<file path="config.mk">
export PLATFORM = sky130hd
export DESIGN_NAME = apc_check
export DESIGN_NICKNAME = d
export VERILOG_FILES = /design/src/hw/rtl/apc_pkg.sv /design/src/hw/rtl/apc_check.sv
export SDC_FILE = /design/constraint.sdc
export NUM_CORES = 1
export LEC_CHECK = 0
export ABC_AREA = 1
export BUFFER_PORTS_ARGS = -buffer_cell sky130_fd_sc_hd__buf_2
export CORE_UTILIZATION = 25
export DETAILED_ROUTE_END_ITERATION = 8
export HOLD_SLACK_MARGIN = 0.12
export SLEW_MARGIN = 20
export SYNTH_ARGS = -nofsm -noshare
export SYNTH_HDL_FRONTEND = slang
export SYNTH_SLANG_ARGS = --single-unit
</file>
<file path="constraint.sdc">
create_clock -name clk -period 2.3 [get_ports clk]
set_clock_uncertainty 0.15 [all_clocks]
set_input_delay 0.115 -clock clk [delete_from_list [all_inputs] [get_ports clk]]
set_output_delay 0.115 -clock clk [all_outputs]
set_load 0.03 [all_outputs]
</file>
<file path="src/hw/rtl/apc_pkg.sv">
// apc_pkg: shared types for the arithmetic progression checker
// used by apc_cell, apc_check and arithmetic_progression_check
package apc_pkg;

  localparam int unsigned VALUE_W = 32;
  localparam int unsigned DIFF_W  = VALUE_W + 1;

  typedef logic signed [VALUE_W-1:0] value_t;
  typedef logic signed [DIFF_W-1:0]  diff_t;

  typedef struct packed {
    logic insert;
    logic shift;
    logic clear;
  } cell_ctrl_t;

  typedef enum logic {
    ST_FILL,
    ST_CHECK
  } apc_state_t;

endpackage

</file>
<file path="src/hw/rtl/apc_check.sv">
// apc_check: compares successive differences at the head of the chain
// depends on apc_pkg
module apc_check import apc_pkg::*; (
  input  logic   clk,
  input  logic   rst,
  input  logic   start,
  input  logic   step_en,
  input  value_t head0,
  input  value_t head1,
  output logic   ok
);

  logic  first;
  diff_t step;
  diff_t diff;

  // exact 33-bit difference
  always_comb begin
    diff = diff_t'({head1[VALUE_W-1], head1}) - diff_t'({head0[VALUE_W-1], head0});
  end

  always_ff @(posedge clk) begin
    if (rst) begin
      first <= 1'b1;
      ok    <= 1'b1;
    end else if (start) begin
      first <= 1'b1;
      ok    <= 1'b1;
    end else if (step_en) begin
      first <= 1'b0;
      if (!first && (diff != step)) begin
        ok <= 1'b0;
      end
    end
  end

  always_ff @(posedge clk) begin
    if (step_en && first) begin
      step <= diff;
    end
  end

endmodule

</file>
==> results by group, run 1 <==
Synth
  • Most area-hungry cell type in the Yosys netlist: nand2_1
  • Number of flops mapped to enable cells by yosys: 33
  • Post-Syn Nets: 902
  • Sequential share of the synthesized area: 22.17%
  • Yosys reg bits: 35
  • Post-synth top area share: 24.62%
  • Mean post-synth cell area: approximately 5.8 um^2
  • Async SR Flop Fraction: 0%
  • Main flop type after synthesis: edfxtp_1
  • Synth cell types: 29
  • Top area cells in the synthesized netlist: nand2_1, edfxtp_1, inv_1, ha_1, nand3_1
  • Post-synthesis cell count: 800
  • Ys Warns: 0
  • Synth Cell Area: 0.004651 mm^2

Global route
  • Pin count of the biggest net entering global routing: 34
  • Global-route usage over all layers: 14.32%
  • Initial antenna violation count: 0
  • First-pass GRT wire length: 22140 um
  • GRT overflow: 0
  • Vias in the first global route: approximately 4.9k

Critical path
  • Critical-path cell list: buf_2 > inv_1 > ha_2 > nand2_2 > nor2_2 > inv_1 > nor2_1 > nand2_1 > nand2_2 > nand2_2 > nand2_2 > nand2_1 > nand3_1 > nand2_1 > nor2_2 > nand2_1 > nor2_1 > nand3_1 > nand2_1 > nand2_1 > nand2_1
  • Crit end category: flop
  • Internal reg-to-reg setup slack: 0.44 ns
  • Max incr delay on CP: 0.38 ns
  • Worst Path Arrival: 2.25 ns
  • Most common cell on crit path: nand2_1
  • Worst Path Max Fanout: 4
  • Critical path start-end classification: input pin to flop
  • Startpoint Class: input pin
  • Crit path from: head0[12]
  • Worst EP required: roughly 2.4 ns
  • RR Startpoint: step[1]
  • CP max stage cell: ha_2

Clock network
  • CTS tree: built
  • Root buffer cell: clkbuf_16
  • Clock Sinks: 35
  • CTS HTree Levels: 2
  • Clk Latency, worst-skew pair: 0.29 ns
  • CTS Buf Count: 5
  • Clock buffer depth: 2
  • Clk slew on worst S/H paths: 0.06 ns

Cells and area
  • Layout cells sized above 1: about 27%
  • Most frequent cells in the layout: nand2_1, inv_1, buf_4
  • Fin nets: 1087
  • Area Growth Syn to Fin: 39.74%
  • Finished Cell Area: 0.006499 mm^2
  • Antenna diode count: 0
  • Commonest non-fill, non-tap cell in the layout: nand2_1

Run
  • Max-cap violation count: 0

Power and ir drop
  • Sw Pwr: approximately 0.0011 W
  • Leakage power: between 3 and 4 nW
  • Reg power frac: 26.4%
  • Pwr Density: 484.6 mW/mm^2
  • Overall power: around 0.0031 W
  • Internal power: 0.002006 W
  • Logic pwr share: a little under half
  • Max IR drop VDD: approximately 0.27 mV
  • Clock Power Share: 26.0%
  • Sw frac: 36.30%

STA
  • Fin crit period: around 2.2 ns
  • Final worst-path cycle share: between 90% and 100%
  • Final setup violation count: 0
  • Max-slew violations: 0
  • Tightest Pin Transition: between 0.4 and 0.5 ns
  • Final WS setup: approximately 0.14 ns
  • Max Clock Freq: 462.0 MHz
  • Hold Vio Cnt, Final: 0
  • RSZ-0062 raised after global routing: yes
  • Relative slew slack: 67.90%

Placed design
  • DP Area: 0.006058 mm^2
  • Routability cong.: 0.8857
  • Setup Slack @ Placement: -0.2370 ns
  • HPWL Detailed: 11680 um
  • Port bufs: 68

Floorplanning
  • Core Area: between 0.015 and 0.02 mm^2
  • Starting Density: 25.71%
  • Row count: 49
  • Die area: 0.01915 mm^2
  • Die Span Y: 138.4 um
  • I/O pin cnt: 69
  • Die X-Extent: 138.4 um

Detailed routing
  • Routed len/inst: 11.28 um
  • DR pass1 iterations: 5
  • DRC: 0
  • Initial drt markers: 243
  • DRT antenna net count: 0
  • Via density: 4.320
  • Via count: 5249
  • Detailed Route WL: 13700 um

Status
  • Status: finished clean

Worst hold path
  • Min-Delay Path Class: input pin to flop
  • Hold_sp: head0[0]
cell usage after synthesis (2+ instances only):
master	number
inv_1	182
nand4_1	4
nand2_1	305
nor2_4	2
a21oi_1	20
nor2_2	6
nor2_1	55
a21oi_2	3
nand3_1	80
dfxtp_1	2
nand2_2	23
nor3_2	2
and2_1	5
xnor3_1	2
xor2_1	4
nor3_1	7
edfxtp_1	33
inv_2	6
nand3_2	5
nand3b_1	9
o21ai_0	3
o21bai_1	3
ha_1	33
flip-flops by register name, summed over array words and instances, names as in the netlist:
name   count
first      1
step      33
ok         1
final cells by class:
type	count	area, um^2
clock buffer	6	138.9
tap	229	286.5
fill	1925	11590
timing repair buffer	178	1201
sequential	35	1031
multi-input combinational	576	3094
clock inverter	2	35.03
inverter	189	711.9
stage by stage:
stage	TNS, ns	hold WS (ns)	utilization, %	instances
2_1_floorplan	0	0.06927	-	800
3_3_place_gp	-0.2032	0.1805	33.50	1201
3_5_place_dp	-0.2966	0.1850	33.50	1201
4_1_cts	0	0.2178	34.68	1213
5_1_grt	-0.07662	0.2294	35.93	1215
6_report	0	0.2042	35.93	1215
layer usage:
metal / track usage (%) / part of all wire [%] / vias up
li1: - / - / 2809
met1: 17.17 / 46 / 2356
met2: 26.45 / 50 / 66
met3: 1.732 / 2.7 / 18
met4: 4.435 / 1.5 / 0
met5: 0 / 0 / -
cells by family after synthesis:
logic type / synth area share [%]
xor gates and xnor gates: 1.722
buffers and inverters: 15.25
DFF: 22.17
and+or+nand+nor: 47.86
adders and majority gates: 9.309
AOI/OAI and AO/OA: 3.686
worst paths after layout:
kind | endpoint | cells after the start
hold / removal | step[0] | 4
setup reg to reg | ok | 15
setup / recovery | ok | 21
hold reg to reg | ok | 2
power groups by stage:
| stage | logic, W | registers [W] | clock network, W |
|---|---|---|---|
| floorplan | 0.000837 | 0.000835 | 0 |
| global placement | 0.00139 | 0.000840 | 0 |
| detailed placement | 0.00141 | 0.000844 | 0 |
| CTS | 0.00142 | 0.000831 | 0.000843 |
| global route | 0.00167 | 0.000840 | 0.000866 |
| finish | 0.00150 | 0.000831 | 0.000820 |
repair_timing:
action	in CTS	in global routing
resized for setup	0	47
hold buffers	4	0
setup buffers	0	2
hold endpoints to repair	2	0
endpoints found under the setup margin	0	1
worst max-delay path, delay by kind of cell:
family                     cells  cell delay (ns)
and+or+nand+nor               17             1.55
adders and majority gates      1             0.38
buffers and inverters          3             0.19
Note: power is estimated with default switching activity, not from simulation.
==> inputs of run 2 (changes only) <==
PLACE_DENSITY = 0.54   (was default)
==> run 2 against run 1 <==
  * The run now ends with DRC left
  * Cell count is 0.49% higher
  * Final area increased by 0.27%
  * Global-route usage increased by 0.21 points
  * Via count is 1.4% lower
  * Sequential share of layout area hardly changed
  * Count of clock-buffer cells in the layout did not move
  * Wire length increased by 0.74%
  * Clock power is 16% lower
  * Utilization increased by 0.097 points
  * Power decreased by 3.7%
  * Non-clock buffer count increased by 6
  * Die area is the same
  * Largest power group unchanged
==> results by group, run 2 (same netlist as run 1, synthesis figures left out) <==
Status
  • Status: complete, but fails checks
  • Failing checks: DRC

Cells and area
  • Final core occ: 36.03% (+0.097 points)
  • Largest Register: step
  • Largest regs: step (33), first (1), ok (1)
  • Most frequent cells in the layout: nand2_1, inv_1, buf_4
  • Fillers: 1982 (+3.0%)
  • Fin nets: 1093 (+0.55%)
  • Layout cells sized above 1: 27.62% (+0.54 points)
  • Fin cells: 1221 (+0.49%)
  • Antenna diode count: 0 (unchanged)
  • Max reg flops: 33 (unchanged)
  • Area Growth Syn to Fin: 40.11%
  • Commonest non-fill, non-tap cell in the layout: nand2_1

Detailed routing
  • Detailed Route WL: 13800 um (+0.74%)
  • DRC: 4 (+4)
  • DRT antenna net count: 0 (unchanged)
  • Via density: 4.240 (-1.9%)
  • DR pass1 iterations: 6 (+1)
  • Routed len/inst: 11.30 um (+0.24%)
  • Initial drt markers: 192 (-21%)
  • Via count: 5177 (-1.4%)

Critical path
  • R2r endpoint: ok
  • Worst EP required: 2.33 ns (-0.05 ns)
  • Critical path start-end classification: input pin to flop
  • Worst Path Max Fanout: 4 (unchanged)
  • Crit path from: head0[0]
  • Worst Path Arrival: 2.16 ns (-0.09 ns)
  • Reg2Reg Depth: 15 (unchanged)
  • Crit end category: flop
  • Startpoint Class: input pin
  • Internal reg-to-reg setup slack: 0.54 ns (+0.10 ns)
  • RR Startpoint: step[0]

Clock network
  • CTS HTree Levels: 2 (unchanged)
  • CTS Buf Count: 5 (unchanged)
  • Root buffer cell: clkbuf_16
  • Clk slew on worst S/H paths: 0.06 ns (about the same)
  • Clock Sinks: 35 (unchanged)
  • Clock buffer depth: 2 (unchanged)
  • CTS tree: built
  • Clk Latency, worst-skew pair: 0.29 ns (about the same)

Power and ir drop
  • Overall power: 0.003033 W (-3.7%)
  • Max IR drop VDD: 0.2729 mV (about the same)
  • Pwr Density: 465.4 mW/mm^2 (-4.0%)
  • Leakage power: 3.759 nW (about the same)

STA
  • Setup TNS: 0 ns (unchanged)
  • Min Hold Slack: 0.2250 ns (+0.02082 ns)
  • Max Clock Freq: 470.9 MHz (+1.9%)
  • Tightest Pin Transition: 0.4766 ns (-0.004895 ns)
  • Fin crit period: 2.124 ns (-0.04078 ns)
  • Relative slew slack: 68.23% (+0.33 points)
  • Max-slew violations: 0 (unchanged)
  • Hold Vio Cnt, Final: 0 (unchanged)
  • Final setup violation count: 0 (unchanged)
  • RSZ-0062 raised after global routing: yes
  • Final worst-path cycle share: 92.34% (-1.8 points)

Worst hold path
  • Hold_sp: head0[0]
  • Hold Crit Depth: 4 (unchanged)
  • Hold EP: step[0]
  • Min-Delay Path Class: input pin to flop

Floorplanning
  • Core Area: 0.01809 mm^2 (unchanged)
  • Die Span Y: 138.4 um (unchanged)
  • Row count: 49 (unchanged)
  • Die area: 0.01915 mm^2 (unchanged)
  • I/O pin cnt: 69 (unchanged)
  • Die X-Extent: 138.4 um (unchanged)
  • Starting Density: 25.71% (unchanged)

Global route
  • Pin count of the biggest net entering global routing: 34 (unchanged)
  • Vias in the first global route: 4762 (-3.2%)
  • GRT overflow: 0 (unchanged)
  • First-pass GRT wire length: 22170 um (+0.12%)
  • Initial antenna violation count: 0 (unchanged)
  • Global-route usage over all layers: 14.53% (+0.21 points)

Placed design
  • Routability cong.: 0.8613 (-2.8%)
  • HPWL Detailed: 11690 um (about the same)
  • Port bufs: 68 (unchanged)
  • Cells after DPL: 1208 (+0.58%)

Run
  • Max-cap violation count: 0 (unchanged)
==> run 2: changes by cell type in the layout (fill, tap and decap cells not counted), sizes merged <==
cell,delta
bufinv,-1
clkinvlp,+1
buf,+6
==> run 2: layout make-up <==
| cell class | instances | area, um^2 | share of cell area (%) |
|---|---|---|---|
| repair buffers | 184 | 1221 | 18.74 |
| inverters | 189 | 709.4 | 10.89 |
| clock inverters | 2 | 12.51 | 0.1920 |
| multi-input cells | 576 | 3127 | 47.98 |
| well taps | 229 | 286.5 | 4.397 |
| clock buffers | 6 | 128.9 | 1.978 |
| flip-flops and latches | 35 | 1031 | 15.82 |
==> run 2: per-layer routing <==
layer | wire length (um) | track usage, % | share of wire (%) | vias up
li1 | - | - | - | 2822
met1 | 6376 | 18.47 | 46 | 2264
met2 | 6589 | 25.57 | 48 | 74
met3 | 592 | 1.870 | 4.3 | 17
met4 | 243 | 4.199 | 1.8 | 0
met5 | 0 | 0 | 0 | -
==> run 2: how the worst max path moves through the flow <==
stage | end | slack (ns)
floorplan | ok | 0.1
CTS | ok | 0.04
global placement | ok | -0.26
finish | ok | 0.18
detailed placement | ok | -0.26
global route | ok | -0.05
==> run 2: power by group <==
part	total, W	switching (W)	internal (W)
clock network	0.000692	0.000291	0.000401
logic	0.00151	0.000827	0.000684
registers	0.000829	0.0000312	0.000798
==> run 2: metrics by stage <==
stage	worst slack, ns	cell area (um^2)
detailed placement	-0.2552	6111
finish	0.1763	6516
floorplan	0.09739	4651
global route	-0.05125	6516
CTS	0.04151	6292
global placement	-0.2580	6111
==> run 2: critical path, stage by stage <==
cell	delay, ns
buf_2	0.11
ha_1	0.20
fa_2	0.35
inv_2	0.07
nand2_1	0.07
nand2_2	0.09
nand3_2	0.08
nand2_2	0.12
nand2_1	0.08
nand2_1	0.10
nand2_1	0.09
nand2_1	0.07
nand2_1	0.06
nand2_1	0.08
nand2_1	0.06
nand2_1	0.06
inv_1	0.03
nand2_1	0.06
nor2_1	0.04
nand3_1	0.08
nand2_1	0.05
nand2_1	0.05
nand2_1	0.04
==> run 2: what timing repair did <==
action                                  CTS  global route
buffers inserted                          0             1
resized for setup                         0            47
hold endpoints to repair                  2             0
hold buffers                              4             0
endpoints found under the setup margin    0             1
