===== config.mk =====
export PLATFORM = sky130hd
export DESIGN_NAME = apc_cell
export DESIGN_NICKNAME = d
export VERILOG_FILES = /design/src/hw/rtl/apc_pkg.sv /design/src/hw/rtl/apc_cell.sv
export SDC_FILE = /design/constraint.sdc
export NUM_CORES = 1
export LEC_CHECK = 0
export ABC_AREA = 0
export CORE_ASPECT_RATIO = 1.1
export CORE_MARGIN = 2
export CORE_UTILIZATION = 39
export DETAILED_ROUTE_END_ITERATION = 12
export DONT_BUFFER_PORTS = 1
export PLACE_DENSITY = 0.67
export SYNTH_ARGS = -nofsm -noshare
export SYNTH_HDL_FRONTEND = slang
export SYNTH_SLANG_ARGS = --single-unit

===== constraint.sdc =====
create_clock -name clk -period 4.51 [get_ports clk]
set_clock_uncertainty 0.15 [all_clocks]
set_input_delay 0.902 -clock clk [delete_from_list [all_inputs] [get_ports clk]]
set_output_delay 0.902 -clock clk [all_outputs]
set_load 0.01 [all_outputs]

===== src/hw/rtl/apc_pkg.sv =====
// apc_pkg: shared types for the arithmetic progression checker
// used by apc_cell, apc_check and arithmetic_progression_check
package apc_pkg;

  localparam int unsigned VALUE_W = 32;
  localparam int unsigned DIFF_W  = VALUE_W + 1;

  typedef logic signed [VALUE_W-1:0] value_t;
  typedef logic signed [DIFF_W-1:0]  diff_t;

  typedef struct packed {
    logic insert;
    logic shift;
    logic clear;
  } cell_ctrl_t;

  typedef enum logic {
    ST_FILL,
    ST_CHECK
  } apc_state_t;

endpackage


===== src/hw/rtl/apc_cell.sv =====
// apc_cell: one slot of the sorted insertion chain
// depends on apc_pkg
module apc_cell import apc_pkg::*; (
  input  logic       clk,
  input  logic       rst,
  input  cell_ctrl_t ctrl,
  input  value_t     value,
  input  value_t     left_value,
  input  logic       left_ins,
  input  logic       left_occ,
  input  value_t     right_value,
  input  logic       right_occ,
  output value_t     store,
  output logic       occ,
  output logic       ins
);

  // slot takes part in the insertion when empty or holding a larger value
  always_comb begin
    ins = !occ || (store > value);
  end

  always_ff @(posedge clk) begin
    if (rst) begin
      occ <= 1'b0;
    end else if (ctrl.clear) begin
      occ <= 1'b0;
    end else if (ctrl.shift) begin
      occ <= right_occ;
    end else if (ctrl.insert) begin
      occ <= occ | left_occ;
    end
  end

  always_ff @(posedge clk) begin
    if (ctrl.shift) begin
      store <= right_value;
    end else if (ctrl.insert) begin
      if (left_ins) begin
        store <= left_value;
      end else if (ins) begin
        store <= value;
      end
    end
  end

endmodule


==> impl_metrics.tcl, run 1 <==
set metrics [dict create \
    comb_power_share_pct 18.4 \
    finalSetupTns_ns 0 \
    fillerInstances 606 \
    slew_headroom_pct 49.9 \
    globalplace.congestion 0.819 \
    antenna_found_initial 0 \
    clkLatencyLatePin_ns 0.28 \
    netlist_area_um2 2510 \
    hold_path_depth 1 \
    ctsResizeCount 0 \
    yosys.area.top_type_share_pct 38.3 \
    portBuffers 0 \
    drv_slew 0 \
    synth_top_cell_by_area "edfxtp_1" \
    h-tree-depth 2 \
    synth_edf_count 32 \
    grt_pass1_vias 1817 \
    p_leak_nw 1.23 \
    dp_slack_ns 0.644 \
    die_w_um 80.5 \
    postCtsSetupRepairBufs 0 \
    end_kind "output pin" \
    pwr-share-clk_pct 27.5 \
    fp-row-count 30 \
    gr-usage-all-layers_pct 15.7 \
    finalSetupViolCount 0 \
    io_pins 138 \
    synth_most_common_cell "nand2_1" \
    drt_iter0_markers 53 \
    yosysSeqAreaShare_pct 39.1 \
    swShare_pct 28.4 \
    syn2layout_area_growth_pct 6.18 \
    holdCritPathClass "in -> reg" \
    die_h_um 88.1 \
    netlist_instances 264 \
    syn_area_per_cell_um2 9.51 \
    nNetsFinal 398 \
    synth_ff_type "edfxtp_1" \
    powerDensity_nw_per_um2 288 \
    cap_violations 0 \
    synth_area_leaders "edfxtp_1 (38%), ha_1 (16%), mux2i_1 (13%)" \
    cts_num_sinks 33 \
    cts_tree "done" \
    peakVddDrop_v 0.000113 \
    clockBufferDepth 2 \
    layoutNonFillerInstCount 342 \
    drt_wl_total_um 5600 \
    layout_setup_ws_ns 0.678 \
    switchingPower_mw 0.218 \
    r2r_cells 6 \
    power_mw 0.767 \
    cts_root_buffer "clkbuf_8" \
    start_util_pct 40.5 \
    yosys-top-cells-count "nand2_1 (40), o21ai_0 (36), inv_1 (33)" \
    final_antenna_net_count 0 \
    drc 0 \
    path_class "in -> out" \
    num_vias 1861 \
    diodes 0 \
    fin_crit_sh_pct 85.0 \
    syn_nets 400 \
    period_minus_slack_ns 3.83 \
    crit_required_ns 3.46 \
    grt_start_max_net_pins 68 \
    drt-pass1-iter-count 4 \
    layout-drive-gt1-share_pct 4.96 \
    pwr-share-seq_pct 54.1 \
    wl_per_cell_um 16.4 \
    yosys.cell_types.count 27 \
    run_status "finished clean" \
    p_int_mw 0.549 \
    path_max_fanout 5 \
    ys_ff_latch 33 \
    viasPerCell 5.44 \
    clkTransAtPathRegs_ns 0.07 \
    rsz0062_at_grt "false" \
    grt_pass1_wl_um 8480 \
    fp.dieArea_um2 7090 \
    core_um2 6190 \
    yosysWarnings 0 \
    max_freq_mhz 261 \
    place_inst 335 \
    grt_overflow 0 \
    dp_hpwl_um 4430 \
    worstPathArrival_ns 2.78 \
    hold_violations 0 \
    tightestPinTransition_ns 0.744 \
    cts_inserted_buffers 5 \
    ctsHoldBuffers 0 \
    synthArstFlopShare_pct 0 \
    crit_path_start_kind "input pin" \
]
[path summary, 6_finish.rpt]
check / from / endpoint / slack (ns)
worst max-delay path: value[31] / ins / 0.68
worst min-delay path: rst / occ / 0.54
worst max register to register: store[31] / store[2] / 1.44
worst min register to register: occ / occ / 0.63
[layout make-up]
cell class                      count  area [µm²]  area share (%)
Sequential cell                    33         981            36.8
Inverter                           33         124            4.65
Multi-Input combinational cell    187        1370            51.4
Clock buffer                        6        72.6            2.72
Timing Repair Buffer                2        15.0           0.563
Tap cell                           80         100            3.76
Clock inverter                      1        3.75           0.141
[kinds of logic after synthesis]
kind of cell / synth area share [%]
AOI/OAI and AO/OA: 14.7
and+or+nand+nor: 10.8
buffers and inverters: 6.73
DFF: 39.1
muxes: 12.8
adders and majority gates: 16.0
[stage by stage]
| stage | instance area (µm²) | utilization [%] | hold WS, ns |
|---|---|---|---|
| CTS | 2670 | 43.0 | 0.535 |
| detailed placement | 2590 | 41.8 | 0.635 |
| floorplan | 2510 | - | 0.548 |
| global route | 2670 | 43.0 | 0.531 |
| global placement | 2590 | 41.8 | 0.609 |
| finish | 2670 | 43.0 | 0.544 |
[state kept, by name, summed over array words and instances, names as in the netlist]
register and count:
store 32, occ 1
[layout by cell type, fill, tap and decap left out, drive strengths merged]
master	count
o21a	1
buf	2
ha	32
nor3	1
nor2	3
clkinv	1
nor4	2
or4	1
nand3	5
a211oi	2
and3b	1
a311oi	1
a211o	1
inv	33
clkbuf	6
o2bb2ai	1
o21ai	36
mux2i	32
nand2	40
a2111oi	1
a21oi	17
a21o	3
o31ai	1
dfxtp	1
nand4	6
edfxtp	32
[per-layer routing]
| layer | share of wire, % | wire length [µm] | up-vias | track usage (%) |
|---|---|---|---|---|
| met4 | 1.4 | 78 | 0 | 5.24 |
| met3 | 7.4 | 412 | 6 | 4.43 |
| met5 | 0 | 0 | - | 0 |
| met1 | 41 | 2290 | 841 | 18.8 |
| met2 | 50 | 2820 | 69 | 27.1 |
| li1 | - | - | 945 | - |
[power groups by stage]
stage | clock network, mW | registers [mW] | logic (mW)
after floorplan | 0 | 0.414 | 0.125
after global placement | 0 | 0.423 | 0.137
after detailed placement | 0 | 0.423 | 0.142
after CTS | 0.218 | 0.417 | 0.143
after global routing | 0.231 | 0.420 | 0.168
final | 0.211 | 0.415 | 0.141
[worst max-delay path: stages]
cell and delay [ns]:
inv_1 0.02, ha_1 0.35, nand4_1 0.21, nor4_1 0.71
a211oi_2 0.22, a311oi_2 0.36
No activity file was read; power rests on OpenSTA's default activity.
==> run 2, diff against run 1 <==
- PLACE_DENSITY: 0.67 -> 0.65
- clock period: 4.51 -> 3.6 ns (I/O delays scaled with it)
==> run 2 against run 1 <==
Worst setup slack worse by 0.45 ns. Cell count up 0.58%. Hold slack worse by 0.18 ns. Cell area rose by 0.56%. Critical endpoint unchanged. Largest power group unchanged.
==> impl_metrics.tcl, run 2 (synthesized netlist as in run 1, its figures left out) <==
set metrics [dict create \
    crit_path_start_kind "flop" \
    hold_violations 0 \
    fp.dieArea_um2 7090 \
    tightestPinTransition_ns 0.414 \
    largest_register "store" \
    r2r_start "store[25]" \
    rsz0062_at_grt "false" \
    cts_root_buffer "clkbuf_8" \
    grt_pass1_wl_um 8420 \
    gr-usage-all-layers_pct 15.9 \
    diodes 0 \
    drt-pass1-iter-count 4 \
    h-tree-depth 2 \
    syn2layout_area_growth_pct 6.78 \
    die_w_um 80.5 \
    powerDensity_nw_per_um2 358 \
    p_leak_nw 1.24 \
    io_pins 138 \
    path_max_fanout 2 \
    grt_start_max_net_pins 68 \
    fillerInstances 631 \
    peakVddDrop_v 0.000153 \
    cts_inserted_buffers 5 \
    finalSetupViolCount 0 \
    finalSetupTns_ns 0 \
    final_util_pct 43.3 \
    globalplace.congestion 0.771 \
    antenna_found_initial 0 \
    worstPathArrival_ns 2.50 \
    regArea_um2 981 \
    path_class "reg -> out" \
    hold_slack_ns 0.365 \
    ctsHoldBuffers 0 \
    wl_per_cell_um 16.7 \
    core_um2 6190 \
    layout_setup_ws_ns 0.226 \
    die_h_um 88.1 \
    run_status "finished clean" \
    ctsResizeCount 0 \
    final_cell_mix "nand2_1 (40), o21ai_0 (36), inv_1 (33)" \
    timing.rr.end "store[18]" \
    layout_commonest_cell "nand2_1" \
    drv_slew 0 \
    num_vias 1864 \
    period_minus_slack_ns 3.37 \
    clkLatencyLatePin_ns 0.28 \
    grt_overflow 0 \
    viasPerCell 5.42 \
    layout-drive-gt1-share_pct 5.68 \
    portBuffers 0 \
    fin_crit_sh_pct 93.7 \
    cp-startpoint "store[25]" \
    cts_num_sinks 33 \
    place_inst 337 \
    holdCritPathClass "in -> reg" \
    cap_violations 0 \
    crit_required_ns 2.73 \
    nNetsFinal 400 \
    top_regs "store: 32 flops, occ: 1 flops" \
    end_kind "output pin" \
    final_antenna_net_count 0 \
    dp_slack_ns 0.222 \
    finalInstanceArea_um2 2680 \
    grt_pass1_vias 1746 \
    cts_tree "done" \
    drt_iter0_markers 46 \
    multiInputGateArea_um2 1370 \
    dp_hpwl_um 4560 \
    max_freq_mhz 296 \
    drc 0 \
    postCtsSetupRepairBufs 0 \
    start_util_pct 40.5 \
    endpoint "ins" \
    power_mw 0.961 \
    r2r_setup_slack_ns 0.75 \
    layoutNonFillerInstCount 344 \
    clkTransAtPathRegs_ns 0.07 \
    slew_headroom_pct 71.7 \
    clockBufferDepth 2 \
    r2r_cells 8 \
    drt_wl_total_um 5760 \
    largest_reg_flops 32 \
    fp-row-count 30 \
    place_area_um2 2600 \
]
[run 2: power breakdown]
group / switching (mW) / total (mW) / internal (mW)
combinational: 0.0905 / 0.176 / 0.0852
sequential: 0.0482 / 0.520 / 0.472
clock: 0.135 / 0.265 / 0.130
total: 0.273 / 0.961 / 0.687
[run 2: area by class of cell]
class / count / area share, %
clock buffers: 6 / 2.71
clock inverters: 1 / 0.140
inverters: 33 / 4.62
multi-input cells: 187 / 51.1
flip-flops and latches: 33 / 36.6
well taps: 80 / 3.73
repair buffers: 4 / 1.12
[run 2: per-layer routing]
layer,vias to the layer above,GRT usage (%),wire [µm]
met5,-,0,0
met1,835,18.1,2300
met4,0,4.62,55
li1,943,-,-
met2,81,27.3,2880
met3,5,6.60,529
[run 2: how the worst min path moves through the flow]
| stage | depth (start not counted) | end | startpoint | slack, ns |
|---|---|---|---|---|
| final | 1 | occ | rst | 0.36 |
| after global routing | 1 | occ | rst | 0.35 |
| after CTS | 1 | occ | rst | 0.35 |
| after detailed placement | 4 | occ | occ | 0.62 |
| after global placement | 4 | occ | occ | 0.60 |
| after floorplan | 4 | occ | occ | 0.55 |
[run 2: critical path: stages (launching register included)]
cell and delay [ns]:
edfxtp_1 0.45, ha_1 0.32, a21o_1 0.19, nand3_2 0.06, a21oi_1 0.06, or4_4 0.56, and3b_4 0.21, a311oi_2 0.36
==> run 3, diff against run 2 <==
- PLACE_DENSITY: 0.65 -> 0.63
==> run 3 against run 2 <==
Combinational power hardly changed. Cell area stayed put. Maximum frequency is 0.15% lower. Register-to-register slack worse by 0.07 ns.
==> impl_metrics.tcl, run 3 (synthesized netlist as in run 1, its figures left out) <==
set metrics [dict create \
    ctsHoldBuffers 0 \
    power_mw 0.959 \
    hold_start "rst" \
    final_util_pct 43.3 \
    period_minus_slack_ns 3.38 \
    timing.rr.end "store[3]" \
    hold_path_depth 1 \
    top_regs "store: 32 flops, occ: 1 flops" \
    critPathBufInv 0 \
    place_inst 337 \
    clkLatencyLatePin_ns 0.29 \
    cts_num_sinks 33 \
    clockBufferDepth 2 \
    drt_wl_total_um 5580 \
    crit_required_ns 2.73 \
    largest_reg_flops 32 \
    finalSetupViolCount 0 \
    finalInstanceArea_um2 2680 \
    largest_register "store" \
    rsz0062_at_grt "false" \
    slowest_stage "or4_4" \
    path_delay_family "simple AND/OR/NAND/NOR gates" \
    path_class "reg -> out" \
    gr-usage-all-layers_pct 15.5 \
    r2r_setup_slack_ns 0.68 \
    cts_tree "done" \
    dp_slack_ns 0.232 \
    fin_crit_sh_pct 93.9 \
    slowest_delay_ns 0.56 \
    viasPerCell 5.46 \
    start_util_pct 40.5 \
    worstPathArrival_ns 2.51 \
    die_h_um 88.1 \
    cp-startpoint "store[25]" \
    tightestPinTransition_ns 0.427 \
    hold_violations 0 \
    drt_iter0_markers 42 \
    dp_hpwl_um 4440 \
    drv_slew 0 \
    hold_slack_ns 0.359 \
    place_area_um2 2600 \
    cts_root_buffer "clkbuf_8" \
    holdCritPathClass "in -> reg" \
    final_antenna_net_count 0 \
    cts_inserted_buffers 5 \
    max_freq_mhz 296 \
    core_um2 6190 \
    wl_per_cell_um 16.2 \
    antenna_found_initial 0 \
    postCtsSetupRepairBufs 0 \
    path_max_fanout 2 \
    crit_path_start_kind "flop" \
    clkTransAtPathRegs_ns 0.07 \
    grt_overflow 0 \
    grt_pass1_wl_um 8270 \
    end_kind "output pin" \
    slew_headroom_pct 70.8 \
    r2r_cells 8 \
    layout_commonest_cell "nand2_1" \
    grt_start_max_net_pins 68 \
    ctsResizeCount 0 \
    run_status "finished clean" \
    holdPathEnd "occ" \
    nNetsFinal 400 \
    layout_setup_ws_ns 0.221 \
    powerDensity_nw_per_um2 358 \
    fillerInstances 611 \
    globalplace.congestion 0.738 \
    drt-pass1-iter-count 4 \
    grt_pass1_vias 1810 \
    peakVddDrop_v 0.000161 \
    layoutNonFillerInstCount 344 \
    cap_violations 0 \
    diodes 0 \
    die_w_um 80.5 \
    portBuffers 0 \
    drc 0 \
    fp.dieArea_um2 7090 \
    num_vias 1879 \
    fp-row-count 30 \
    layout-drive-gt1-share_pct 5.68 \
    r2r_start "store[25]" \
    io_pins 138 \
    h-tree-depth 2 \
    worstPathCellList "ha_1 > a21o_1 > nand3_2 > a21oi_1 > or4_4 > and3b_4 > a311oi_2" \
    finalSetupTns_ns 0 \
    syn2layout_area_growth_pct 6.78 \
    final_cell_mix "nand2_1 (40), o21ai_0 (36), inv_1 (33)" \
    p_leak_nw 1.24 \
]
==> run 3: cell counts in the layout (fill, tap and decap cells not counted) <==
No cell type changed its count.
==> run 3: layer usage <==
| layer | share of wire (%) | vias up | global-route usage [%] | wire [µm] |
|---|---|---|---|---|
| li1 | - | 942 | - | - |
| met1 | 39 | 844 | 17.3 | 2190 |
| met2 | 50 | 88 | 27.1 | 2800 |
| met3 | 9.4 | 5 | 5.57 | 523 |
| met4 | 1.2 | 0 | 5.39 | 67 |
| met5 | 0 | - | 0 | 0 |
==> run 3: where the power goes <==
group | switching (mW) | internal (mW)
combinational | 0.0898 | 0.0856
sequential | 0.0483 | 0.472
clock | 0.133 | 0.130
total | 0.271 | 0.688
==> run 3: worst max path at each step <==
| stage | end | slack [ns] | cells after the start |
|---|---|---|---|
| 2_1_floorplan | store[0] | 0.06 | 8 |
| 3_3_place_gp | ins | 0.24 | 8 |
| 3_5_place_dp | ins | 0.23 | 8 |
| 4_1_cts | ins | 0.19 | 7 |
| 5_1_grt | ins | 0.07 | 7 |
| 6_report | ins | 0.22 | 7 |
==> run 3: area by class of cell <==
cell class                 count  area, µm²  share of cell area, %
clock inverter                 1       3.75                  0.140
sequential                    33        981                   36.6
clock buffer                   6       72.6                   2.71
tap                           80        100                   3.73
multi-input combinational    187       1370                   51.1
timing repair buffer           4       30.0                   1.12
inverter                      33        124                   4.62
